==> config.mk <==
export PLATFORM = sky130hd
export DESIGN_NAME = sha256_round_engine_top_flat
export DESIGN_NICKNAME = d
export VERILOG_FILES = /design/src/hdl/s256re_pkg.sv /design/src/hdl/s256re_in_if.sv /design/src/hdl/s256re_out_if.sv /design/src/hdl/sha256_round_engine_top.sv /design/src/hdl/s256re_sched.sv /design/src/hdl/s256re_round.sv /design/src/flat_wrapper.sv
export SDC_FILE = /design/constraint.sdc
export NUM_CORES = 2
export LEC_CHECK = 0
export ABC_CLOCK_PERIOD_IN_PS = 19100
export BUFFER_PORTS_ARGS = -buffer_cell sky130_fd_sc_hd__buf_2
export CAP_MARGIN = 20
export CORE_MARGIN = 2
export CORE_UTILIZATION = 25
export CTS_CLUSTER_SIZE = 20
export DETAILED_ROUTE_END_ITERATION = 7
export SETUP_SLACK_MARGIN = 0.3
export SYNTH_ARGS = -nofsm -noshare
export SYNTH_HDL_FRONTEND = slang
export SYNTH_SLANG_ARGS = --single-unit
==> constraint.sdc <==
create_clock -name clk -period 19.1 [get_ports clk]
set_input_delay 2.865 -clock clk [delete_from_list [all_inputs] [get_ports clk]]
set_output_delay 2.865 -clock clk [all_outputs]
set_load 0.01 [all_outputs]
==> src/hdl/s256re_pkg.sv <==
// ----------------------------------------------------------------------------
// SHA-256 round engine package
// Shared widths, the request code type and the SHA-256 sigma functions.
// ----------------------------------------------------------------------------
package s256re_pkg;

    // Word and storage sizes.
    localparam int WORD_W      = 32;
    localparam int CHAIN_DEPTH = 4;
    localparam int WIN_DEPTH   = 16;

    // Rotation and shift amounts of the message schedule functions.
    localparam int SS0_R1 = 7;
    localparam int SS0_R2 = 18;
    localparam int SS0_SH = 3;
    localparam int SS1_R1 = 17;
    localparam int SS1_R2 = 19;
    localparam int SS1_SH = 10;

    // Rotation amounts of the compression functions.
    localparam int BS0_R1 = 2;
    localparam int BS0_R2 = 13;
    localparam int BS0_R3 = 22;
    localparam int BS1_R1 = 6;
    localparam int BS1_R2 = 11;
    localparam int BS1_R3 = 25;

    typedef logic [WORD_W-1:0] word_t;
    typedef word_t [CHAIN_DEPTH-1:0] chain_t;
    typedef word_t [WIN_DEPTH-1:0] window_t;

    // Request codes carried in each input beat.
    typedef enum logic [1:0] {
        REQ_INIT   = 2'd0,
        REQ_LOAD   = 2'd1,
        REQ_MIX    = 2'd2,
        REQ_FINISH = 2'd3
    } req_type_t;

    // Rotate right by a constant amount.
    function automatic word_t rotr(input word_t x, input int n);
        rotr = (x >> n) | (x << (WORD_W - n));
    endfunction

    function automatic word_t small_sigma0(input word_t x);
        small_sigma0 = rotr(x, SS0_R1) ^ rotr(x, SS0_R2) ^ (x >> SS0_SH);
    endfunction

    function automatic word_t small_sigma1(input word_t x);
        small_sigma1 = rotr(x, SS1_R1) ^ rotr(x, SS1_R2) ^ (x >> SS1_SH);
    endfunction

    function automatic word_t big_sigma0(input word_t x);
        big_sigma0 = rotr(x, BS0_R1) ^ rotr(x, BS0_R2) ^ rotr(x, BS0_R3);
    endfunction

    function automatic word_t big_sigma1(input word_t x);
        big_sigma1 = rotr(x, BS1_R1) ^ rotr(x, BS1_R2) ^ rotr(x, BS1_R3);
    endfunction

endpackage

==> src/hdl/s256re_in_if.sv <==
// ----------------------------------------------------------------------------
// SHA-256 round engine request channel
// Valid/ready channel that carries one request beat.
// ----------------------------------------------------------------------------
interface s256re_in_if
    import s256re_pkg::*;
();
    logic      valid;
    logic      ready;
    req_type_t req_type;
    word_t     word_a;
    word_t     word_e;
    word_t     round_const;
    logic      continue_chain;

    modport source (
        output valid, req_type, word_a, word_e, round_const, continue_chain,
        input  ready
    );

    modport sink (
        input  valid, req_type, word_a, word_e, round_const, continue_chain,
        output ready
    );
endinterface

==> src/hdl/s256re_out_if.sv <==
// ----------------------------------------------------------------------------
// SHA-256 round engine result channel
// Valid/ready channel that carries one result beat.
// ----------------------------------------------------------------------------
interface s256re_out_if
    import s256re_pkg::*;
();
    logic  valid;
    logic  ready;
    word_t a_new;
    word_t e_new;
    word_t w_new;

    modport source (
        output valid, a_new, e_new, w_new,
        input  ready
    );

    modport sink (
        input  valid, a_new, e_new, w_new,
        output ready
    );
endinterface

==> src/hdl/sha256_round_engine_top.sv <==
// ----------------------------------------------------------------------------
// SHA-256 round engine
// One typed request per beat: init, load round, mix round or finish.
// ----------------------------------------------------------------------------
// Each request passes through an input register and then the combinational
// round logic, which updates the a/e chains (and the saved start words on
// init and finish, the 16-word schedule window on load and mix) and writes
// the result register. The engine accepts one request per clock while the
// result channel is ready and returns exactly one result beat per request.
// The throughput limit is the combinational round datapath: schedule sum
// followed by the round additions. Backpressure on the result channel holds
// the input register, so at most two requests are in the engine at once.
module sha256_round_engine_top
    import s256re_pkg::*;
(
    input  logic              clk,
    input  logic              rst_n,
    s256re_in_if.sink         in_ch,
    s256re_out_if.source      out_ch
);

    // Input register.
    logic      in_valid_reg;
    req_type_t req_reg;
    word_t     word_a_reg;
    word_t     word_e_reg;
    word_t     k_reg;
    logic      cont_reg;

    // Engine state.
    chain_t    a_chain_reg;
    chain_t    e_chain_reg;
    chain_t    a_start_reg;
    chain_t    e_start_reg;
    window_t   w_window_reg;

    // Result register.
    logic      out_valid_reg;
    word_t     a_out_reg;
    word_t     e_out_reg;
    word_t     w_out_reg;

    logic      advance;
    word_t     sched_w;
    word_t     round_w;
    word_t     round_a;
    word_t     round_e;
    word_t     a_next;
    word_t     e_next;
    word_t     w_next;
    word_t     a_start_next;
    word_t     e_start_next;
    logic      start_push;
    logic      win_push;

    // Handshake: the input register moves on whenever the result slot frees.
    assign advance      = in_valid_reg && (!out_valid_reg || out_ch.ready);
    assign in_ch.ready  = !in_valid_reg || advance;
    assign out_ch.valid = out_valid_reg;
    assign out_ch.a_new = a_out_reg;
    assign out_ch.e_new = e_out_reg;
    assign out_ch.w_new = w_out_reg;

    // Schedule word for mix rounds.
    s256re_sched u_sched (
        .w_tm2  (w_window_reg[1]),
        .w_tm7  (w_window_reg[6]),
        .w_tm15 (w_window_reg[14]),
        .w_tm16 (w_window_reg[15]),
        .w_out  (sched_w)
    );

    assign round_w = (req_reg == REQ_LOAD) ? word_a_reg : sched_w;

    // Round function for load and mix rounds.
    s256re_round u_round (
        .a_chain (a_chain_reg),
        .e_chain (e_chain_reg),
        .w_in    (round_w),
        .k_in    (k_reg),
        .a_out   (round_a),
        .e_out   (round_e)
    );

    // Select the new words by request type.
    always_comb
    begin
        a_next       = round_a;
        e_next       = round_e;
        w_next       = round_w;
        a_start_next = a_start_reg[CHAIN_DEPTH-1];
        e_start_next = e_start_reg[CHAIN_DEPTH-1];
        start_push   = 1'b0;
        win_push     = 1'b0;
        case (req_reg)
            REQ_INIT:
            begin
                a_next       = cont_reg ? a_chain_reg[CHAIN_DEPTH-1] : word_a_reg;
                e_next       = cont_reg ? e_chain_reg[CHAIN_DEPTH-1] : word_e_reg;
                w_next       = '0;
                a_start_next = a_next;
                e_start_next = e_next;
                start_push   = 1'b1;
            end
            REQ_FINISH:
            begin
                a_next     = a_chain_reg[CHAIN_DEPTH-1] + a_start_reg[CHAIN_DEPTH-1];
                e_next     = e_chain_reg[CHAIN_DEPTH-1] + e_start_reg[CHAIN_DEPTH-1];
                w_next     = '0;
                start_push = 1'b1;
            end
            REQ_LOAD, REQ_MIX:
            begin
                win_push = 1'b1;
            end
            default:
            begin
                win_push = 1'b0;
            end
        endcase
    end

    // Input register control.
    always_ff @(posedge clk or negedge rst_n)
    begin
        if (!rst_n)
        begin
            in_valid_reg <= 1'b0;
        end
        else if (in_ch.ready)
        begin
            in_valid_reg <= in_ch.valid;
        end
    end

    // Input register payload.
    always_ff @(posedge clk)
    begin
        if (in_ch.valid && in_ch.ready)
        begin
            req_reg    <= in_ch.req_type;
            word_a_reg <= in_ch.word_a;
            word_e_reg <= in_ch.word_e;
            k_reg      <= in_ch.round_const;
            cont_reg   <= in_ch.continue_chain;
        end
    end

    // Working chains and result valid.
    always_ff @(posedge clk or negedge rst_n)
    begin
        if (!rst_n)
        begin
            a_chain_reg   <= '0;
            e_chain_reg   <= '0;
            out_valid_reg <= 1'b0;
        end
        else
        begin
            if (advance)
            begin
                a_chain_reg   <= {a_chain_reg[CHAIN_DEPTH-2:0], a_next};
                e_chain_reg   <= {e_chain_reg[CHAIN_DEPTH-2:0], e_next};
                out_valid_reg <= 1'b1;
            end
            else if (out_ch.ready)
            begin
                out_valid_reg <= 1'b0;
            end
        end
    end

    // Start words, schedule window and result payload.
    always_ff @(posedge clk)
    begin
        if (advance)
        begin
            a_out_reg <= a_next;
            e_out_reg <= e_next;
            w_out_reg <= w_next;
            if (start_push)
            begin
                a_start_reg <= {a_start_reg[CHAIN_DEPTH-2:0], a_start_next};
                e_start_reg <= {e_start_reg[CHAIN_DEPTH-2:0], e_start_next};
            end
            if (win_push)
            begin
                w_window_reg <= {w_window_reg[WIN_DEPTH-2:0], w_next};
            end
        end
    end

    // A request that leaves the input register always produces a result beat.
    assert property (@(posedge clk) disable iff (!rst_n)
        advance |=> out_ch.valid)
        else $error("result beat missing after advance");

    // The newest chain words match the result beat just produced.
    assert property (@(posedge clk) disable iff (!rst_n)
        advance |=> (a_chain_reg[0] == out_ch.a_new) && (e_chain_reg[0] == out_ch.e_new))
        else $error("chain head differs from result beat");

    // Init and finish beats carry no schedule word.
    assert property (@(posedge clk) disable iff (!rst_n)
        advance && (req_reg == REQ_INIT || req_reg == REQ_FINISH) |=> out_ch.w_new == '0)
        else $error("nonzero schedule word on init or finish");

    // A held request stays in the input register until it advances.
    assert property (@(posedge clk) disable iff (!rst_n)
        in_valid_reg && !advance |=> in_valid_reg && $stable(req_reg))
        else $error("held request lost");

    // The window only moves on round requests.
    assert property (@(posedge clk) disable iff (!rst_n)
        !(advance && win_push) |=> $stable(w_window_reg))
        else $error("schedule window moved without a round");

endmodule

==> src/hdl/s256re_sched.sv <==
// ----------------------------------------------------------------------------
// SHA-256 message schedule word
// Derives W[t] from W[t-2], W[t-7], W[t-15] and W[t-16].
// ----------------------------------------------------------------------------
module s256re_sched
    import s256re_pkg::*;
(
    input  word_t w_tm2,
    input  word_t w_tm7,
    input  word_t w_tm15,
    input  word_t w_tm16,
    output word_t w_out
);

    // Four-term sum of the window words and their sigma transforms.
    assign w_out = w_tm16 + small_sigma0(w_tm15) + w_tm7 + small_sigma1(w_tm2);

endmodule

==> src/hdl/s256re_round.sv <==
// ----------------------------------------------------------------------------
// SHA-256 compression round
// Computes the new a and e words from the working chains, W and K.
// ----------------------------------------------------------------------------
module s256re_round
    import s256re_pkg::*;
(
    input  chain_t a_chain,
    input  chain_t e_chain,
    input  word_t  w_in,
    input  word_t  k_in,
    output word_t  a_out,
    output word_t  e_out
);

    word_t ch_val;
    word_t maj_val;
    word_t t1;

    // Choice and majority over the working words.
    assign ch_val  = (e_chain[0] & e_chain[1]) ^ (~e_chain[0] & e_chain[2]);
    assign maj_val = (a_chain[0] & a_chain[1]) ^ (a_chain[0] & a_chain[2])
                   ^ (a_chain[1] & a_chain[2]);

    // Temporary sum shared by both new words.
    assign t1 = w_in + k_in + e_chain[3] + ch_val + big_sigma1(e_chain[0]);

    assign a_out = t1 + maj_val + big_sigma0(a_chain[0]);
    assign e_out = t1 + a_chain[3];

endmodule

==> src/flat_wrapper.sv <==
// flat-port wrapper written by rule: the top's interface ports become plain ports
module sha256_round_engine_top_flat import s256re_pkg::*;
  (clk, rst_n, in_ch_valid, in_ch_req_type, in_ch_word_a, in_ch_word_e, in_ch_round_const, in_ch_continue_chain, in_ch_ready, out_ch_valid, out_ch_a_new, out_ch_e_new, out_ch_w_new, out_ch_ready);
  s256re_in_if in_ch_i ();
  s256re_out_if out_ch_i ();
  input  logic clk;
  input  logic rst_n;
  input wire logic [$bits(in_ch_i.valid)-1:0] in_ch_valid;
  input wire logic [$bits(in_ch_i.req_type)-1:0] in_ch_req_type;
  input wire logic [$bits(in_ch_i.word_a)-1:0] in_ch_word_a;
  input wire logic [$bits(in_ch_i.word_e)-1:0] in_ch_word_e;
  input wire logic [$bits(in_ch_i.round_const)-1:0] in_ch_round_const;
  input wire logic [$bits(in_ch_i.continue_chain)-1:0] in_ch_continue_chain;
  output wire logic [$bits(in_ch_i.ready)-1:0] in_ch_ready;
  output wire logic [$bits(out_ch_i.valid)-1:0] out_ch_valid;
  output wire logic [$bits(out_ch_i.a_new)-1:0] out_ch_a_new;
  output wire logic [$bits(out_ch_i.e_new)-1:0] out_ch_e_new;
  output wire logic [$bits(out_ch_i.w_new)-1:0] out_ch_w_new;
  input wire logic [$bits(out_ch_i.ready)-1:0] out_ch_ready;
  assign in_ch_i.valid = in_ch_valid;
  assign in_ch_i.req_type = in_ch_req_type;
  assign in_ch_i.word_a = in_ch_word_a;
  assign in_ch_i.word_e = in_ch_word_e;
  assign in_ch_i.round_const = in_ch_round_const;
  assign in_ch_i.continue_chain = in_ch_continue_chain;
  assign in_ch_ready = in_ch_i.ready;
  assign out_ch_valid = out_ch_i.valid;
  assign out_ch_a_new = out_ch_i.a_new;
  assign out_ch_e_new = out_ch_i.e_new;
  assign out_ch_w_new = out_ch_i.w_new;
  assign out_ch_i.ready = out_ch_ready;
  sha256_round_engine_top u_core (.clk(clk), .rst_n(rst_n), .in_ch(in_ch_i), .out_ch(out_ch_i));
endmodule
==> Yosys cells after proc, flatten, opt, wreduce, memory -nomap -nowiden <==
Cells that the tools add are included.
{ "op_classes": {"add_sub_neg": 12, "n_mul": 0, "n_div": 0, "magnitude_cmp": 0, "n_eq_ne": 3, "shifts": 0, "n_mux": 12, "n_bitwise": 27, "n_reduce_logical": 12} }
{ "ops": {"columns": ["op", "n"], "rows": [
  ["$add 32x32->32", 12],
  ["$xor 32x32->32", 9],
  ["$mux 32", 6],
  ["$and 32x32->32", 5],
  ["$pmux 32 s2", 2],
  ["$not 32->32", 1],
  ["$or 10x32->32", 1],
  ["$or 13x32->32", 1],
  ["$or 14x32->32", 1],
  ["$or 15x32->32", 1],
  ["$or 19x32->32", 1],
  ["$or 21x32->32", 1],
  ["$or 25x32->32", 1],
  ["$or 26x32->32", 1],
  ["$or 30x32->32", 1],
  ["$or 7x32->32", 1],
  ["$xor 32x22->32", 1],
  ["$xor 32x29->32", 1],
  ["$eq 2x2->1 const B", 2],
  ["$mux 1", 4],
  ["$reduce_and 2->1", 2],
  ["$reduce_or 2->1", 2],
  ["$eq 2x1->1 const B", 1],
  ["$logic_and 1x1->1", 2],
  ["other kinds (4)", 6]
]} }
{ "totals": {"regBits": 1221, "latchBits": 0, "ram_bits": 0, "romBits": 0, "inputBits": 103, "output_inout_bits": 98, "elab_cells": 108, "memories": 0} }

==> Depth between registers and ports, before layout <==
{ "depth": {"word_depth": 14, "mapped_depth": 44, "depth_no_buf": 44} }

==> Modules after synthesis <==
A second synthesis with hierarchy kept.
{ "unflattened": {"cells_unflattened": 4574, "area_unflattened_um2": 58766.4} }
{ "by_module_without_submodules": {"columns": ["module", "n_inst", "cells_per_inst", "area_each_um2", "seq_area_each_um2"], "rows": [
  ["sha256_round_engine_top", 1, 3011, 45182.1, 35373.9],
  ["s256re_round", 1, 1079, 9349.0, 0.0],
  ["s256re_sched", 1, 484, 4235.3, 0.0]
]} }

==> Worst setup path before layout <==
Ideal clock, no wire load.
{ "synth_path": {"path_kind": "in2reg", "startpoint": "input port out_ch_ready", "endpoint": "register u_core.a_chain_reg[15] in the netlist's numbering", "setup_time_ns": 0.580, "t_arrival_ns": 14.494, "t_required_ns": 18.520, "slack_ns": 4.026, "path_stages": 4, "n_path_buf": 0, "cell_sequence": "nand2b_1 > nand2_1 > nor2_1 > a31oi_1"} }
{ "synth_via": {"elab_chain_cells": 2} }
{ "synth_lines": {"columns": ["item", "line", "source"], "rows": [
  ["start, declared", "flat_wrapper.sv:19", "input wire logic [$bits(out_ch_i.ready)-1:0] out_ch_ready;"],
  ["$logic_or 1x1->1", "sha256_round_engine_top.sv:57", "assign advance = in_valid_reg && (!out_valid_reg || out_ch.ready);"],
  ["$logic_and 1x1->1", "sha256_round_engine_top.sv:57", null],
  ["end signal, assigned", "sha256_round_engine_top.sv:162", "a_chain_reg <= {a_chain_reg[CHAIN_DEPTH-2:0], a_next};"],
  ["end, declared", "sha256_round_engine_top.sv:31", "chain_t a_chain_reg;"]
]} }
Every way passes these cells.
A chain may end at the register's enable or synchronous reset.

==> Worst setup path in the final report <==
{ "layout_path": {"startpoint": "register u_core.w_window_reg[456] in the netlist's numbering", "endpoint": "register u_core.a_out_reg[29] (netlist: u_core.out_ch.a_new[29]), data pin"} }
{ "layout_via": {"elab_chain_cells": 14, "elab_cells_between_ends": 15, "cone_classes": "9 x add/sub; 2 x mux; 4 x bitwise"} }
{ "layout_lines": {"columns": ["item", "line", "source"], "rows": [
  ["start, declared", "sha256_round_engine_top.sv:35", "window_t w_window_reg;"],
  ["start signal, assigned", "sha256_round_engine_top.sv:188", "w_window_reg <= {w_window_reg[WIN_DEPTH-2:0], w_next};"],
  ["$or 25x32->32 or $or 14x32->32 (tied branches)", "s256re_pkg.sv:42", "rotr = (x >> n) | (x << (WORD_W - n));"],
  ["$xor 32x32->32", "s256re_pkg.sv:46", "small_sigma0 = rotr(x, SS0_R1) ^ rotr(x, SS0_R2) ^ (x >> SS0_SH);"],
  ["$xor 32x29->32 (*)", "s256re_pkg.sv:46", null],
  ["$add 32x32->32 (*) (3 in a row)", "s256re_sched.sv:16", "assign w_out = w_tm16 + small_sigma0(w_tm15) + w_tm7 + small_sigma1(w_tm2);"],
  ["$mux 32 (*)", "sha256_round_engine_top.sv:73", "assign round_w = (req_reg == REQ_LOAD) ? word_a_reg : sched_w;"],
  ["$add 32x32->32 (*) (4 in a row)", "s256re_round.sv:26", "assign t1 = w_in + k_in + e_chain[3] + ch_val + big_sigma1(e_chain[0]);"],
  ["$add 32x32->32 (*) (2 in a row)", "s256re_round.sv:28", "assign a_out = t1 + maj_val + big_sigma0(a_chain[0]);"],
  ["$pmux 32 s2 (*)", "sha256_round_engine_top.sv:95", "case (req_reg)"],
  ["via u_core.a_next[29]", "sha256_round_engine_top.sv:48", "word_t a_next;"],
  ["end signal, assigned", "sha256_round_engine_top.sv:178", "a_out_reg <= a_next;"],
  ["end, declared", "sha256_round_engine_top.sv:39", "word_t a_out_reg;"]
]} }
Mark *: on every way through the listed nets, which the timed path passes. The rest lies on a longest branch.

==> flow_metrics.env <==
export IMPL_status="finished clean"
export IMPL_cp_slowest_cell="fa_1"
export IMPL_final_seq_area_mm2=0.03537
export IMPL_grt_pass1_wl_um=259100
export IMPL_layout_min_cycle_time_ns=11.51
export IMPL_synthSimpleGateAreaFrac_pct=8.769
export IMPL_synth_cells=4766
export IMPL_ys_async_sr_fraction_pct=21.13
export IMPL_rsz0062_at_grt="no"
export IMPL_grt_total_usage_pct=14.82
export IMPL_r2r_start="u_core.w_window_reg[456]"
export IMPL_critPathMaxStageDelay_ns=0.51
export IMPL_start_util_pct=25.06
export IMPL_clockRootBuffer="clkbuf_16"
export IMPL_row_count=179
export IMPL_path_buf_inv=6
export IMPL_hold_buffers=0
export IMPL_synth_top_cells_by_count="963 x edfxtp_1, 781 x nand2_1, 391 x inv_1, 291 x xnor2_1, 258 x dfrtp_1"
export IMPL_arrival_ns=12.05
export IMPL_hold_depth=0
export IMPL_rr_worst_depth=43
export IMPL_cts_sinks=1221
export IMPL_fin_area_mm2=0.06877
export IMPL_overflow=0
export IMPL_dp_hpwl_um=137000
export IMPL_synth_top_family_by_area="adder cells"
export IMPL_synthFlopType="edfxtp_1"
export IMPL_min_path_type="flip-flop to flip-flop"
export IMPL_fill_cells=24020
export IMPL_area_growth_pct=15.69
export IMPL_holdPathEnd="u_core.w_window_reg[295]"
export IMPL_crit_path_max_fanout=6
export IMPL_ioPinCount=201
export IMPL_cts_tree="built"
export IMPL_crit_required_ns=19.64
export IMPL_ant_nets=0
export IMPL_r2r_end="u_core.out_ch.a_new[29]"
export IMPL_path_class="flip-flop to flip-flop"
export IMPL_drtIter0Drc=3531
export IMPL_wirelength_um=182600
export IMPL_worstSetupStartpoint="u_core.w_window_reg[456]"
export IMPL_hold_viol_final=0
export IMPL_cts_path_max_buffers=3
export IMPL_cts_buffers=139
export IMPL_synth_seq_cells=1221
export IMPL_die_h_um=491.6
export IMPL_place_area_mm2=0.06402
export IMPL_grt_max_degree=184
export IMPL_reg2reg_slack_ns=7.59
export IMPL_max_freq_mhz=86.90
export IMPL_h_tree_depth=4
export IMPL_yosysMostFrequentCell="edfxtp_1"
export IMPL_path_delay_family="adder cells"
export IMPL_avgRoutedWirePerCell_um=22.17
export IMPL_firstDrtPassIters=6
export IMPL_synth_compound_area_share_pct=8.950
export IMPL_synth_net_count=5247
export IMPL_syn_area_per_cell_um2=12.47
export IMPL_relSlewSlack_pct=27.54
export IMPL_synth_edf_count=963
export IMPL_synthXorXnorAreaFrac_pct=5.778
export IMPL_largest_reg_flops=512
export IMPL_synth_warnings=0
export IMPL_worst_path_stages=43
export IMPL_drv_slew=0
export IMPL_post_cts_buffers=0
export IMPL_fin_tns_setup_ns=0
export IMPL_num_vias=37490
export IMPL_cap_violations=0
export IMPL_dieArea_mm2=0.2417
export IMPL_final_nets=5433
export IMPL_holdCritStartpoint="u_core.w_window_reg[263]"
export IMPL_whs_ns=0.3819
export IMPL_synthMuxAreaShare_pct=2.926
export IMPL_yosys_area_share_adder_pct=10.38
export IMPL_fin_crit_sh_pct=60.25
export IMPL_ys_seq_area_share_pct=59.51
export IMPL_final_setup_viol_count=0
export IMPL_gp_congestion=0.9133
export IMPL_clk_latency_ns=0.81
export IMPL_ys_top_cells_by_area="edfxtp_1 49%, dfrtp_1 11%, fa_1 6.4%"
export IMPL_synth_area_mm2=0.05944
export IMPL_fp_dieW_um=491.6
export IMPL_drt_vias_per_instance=4.550
export IMPL_worstMarginPinSlew_ns=1.076
export IMPL_yosys_cell_types_count=98
export IMPL_core_mm2=0.2372
export IMPL_synth_top_area_share_pct=48.65
export IMPL_yosys_area_top_type="edfxtp_1"
export IMPL_cts_clk_slew_worst_paths_ns=0.06
export IMPL_antenna_found_initial=18
export IMPL_remaining_drc_errors=0
export IMPL_numPortBuffers=200
export IMPL_cts_resized_gates=0
export IMPL_startpoint_type="flip-flop"
export IMPL_drive_gt1_share_pct=11.84
export IMPL_multiInputGateArea_mm2=0.02191
export IMPL_grt_pass1_vias=36290
export IMPL_skew_ns=0.05080
export IMPL_worstSetupEndpointType="flip-flop"
-- layout by cell type, fill, tap and decap left out, drive strengths merged, types with 11 or more instances in the layout --
cell,count
a211o,11
a211oi,33
a21boi,11
a21o,126
a21oi,213
a221oi,14
a22oi,12
a31oi,26
and2,37
and3,25
buf,233
bufinv,12
clkbuf,175
clkinv,52
dfrtp,258
edfxtp,963
fa,189
ha,189
inv,402
mux2,107
mux2i,53
nand2,781
nand2b,25
nand3,40
nand4,15
nor2,182
nor2b,21
nor3,36
o211ai,17
o21a,38
o21ai,188
o21bai,25
o31ai,19
or3,14
xnor2,291
xor2,96
-- cell type report --
cell class	count	share of cell area (%)
Timing Repair Buffer	233	1.932
Antenna cell	6	0.02183
Clock buffer	175	5.449
Tap cell	3167	5.762
Clock inverter	81	1.370
Sequential cell	1221	51.44
Multi-Input combinational cell	2964	31.86
Inverter	393	2.167
-- layer usage --
layer	GRT usage, %	wire length, µm
met4	6.892	8921
met2	22.46	81020
met5	0	27
met3	2.431	10440
met1	20.64	82230
-- stage by stage --
| stage | std cells | util (%) | setup slack [ns] |
|---|---|---|---|
| after floorplan | 4766 | - | 4.026 |
| after global placement | 7976 | 26.99 | 7.881 |
| after detailed placement | 7976 | 26.99 | 7.815 |
| after CTS | 8232 | 28.97 | 7.777 |
| after global routing | 8234 | 28.99 | 6.800 |
| final | 8240 | 28.99 | 7.592 |
-- kinds of logic (layout without fill, tap and decap cells) --
logic type	after synthesis	after routing
DFF	1221	1221
and+or+nand+nor	1220	1220
AOI/OAI and AO/OA	815	815
buffers and inverters	581	882
xor gates and xnor gates	389	389
adders and majority gates	380	380
muxes	160	160
other	0	6
-- worst max path at each step --
stage | endpoint | slack [ns]
after CTS | u_core.out_ch.a_new[29] | 7.78
final | u_core.out_ch.a_new[29] | 7.59
after detailed placement | u_core.out_ch.a_new[29] | 7.82
after global routing | u_core.out_ch.a_new[29] | 6.80
after floorplan | u_core.a_chain_reg[15] | 4.03
after global placement | u_core.out_ch.a_new[29] | 7.88
-- worst reg2reg max path: cells and delay by family (launching register included) --
family	cells	cell delay, ns
DFF	1	0.47
buffers and inverters	6	0.40
AOI/OAI and AO/OA	15	3.68
adders and majority gates	10	4.07
and+or+nand+nor	8	1.52
xor gates and xnor gates	4	1.12
Power is not shown: default switching activity piles up to over one toggle a cycle in this logic, so the estimate is an artifact.
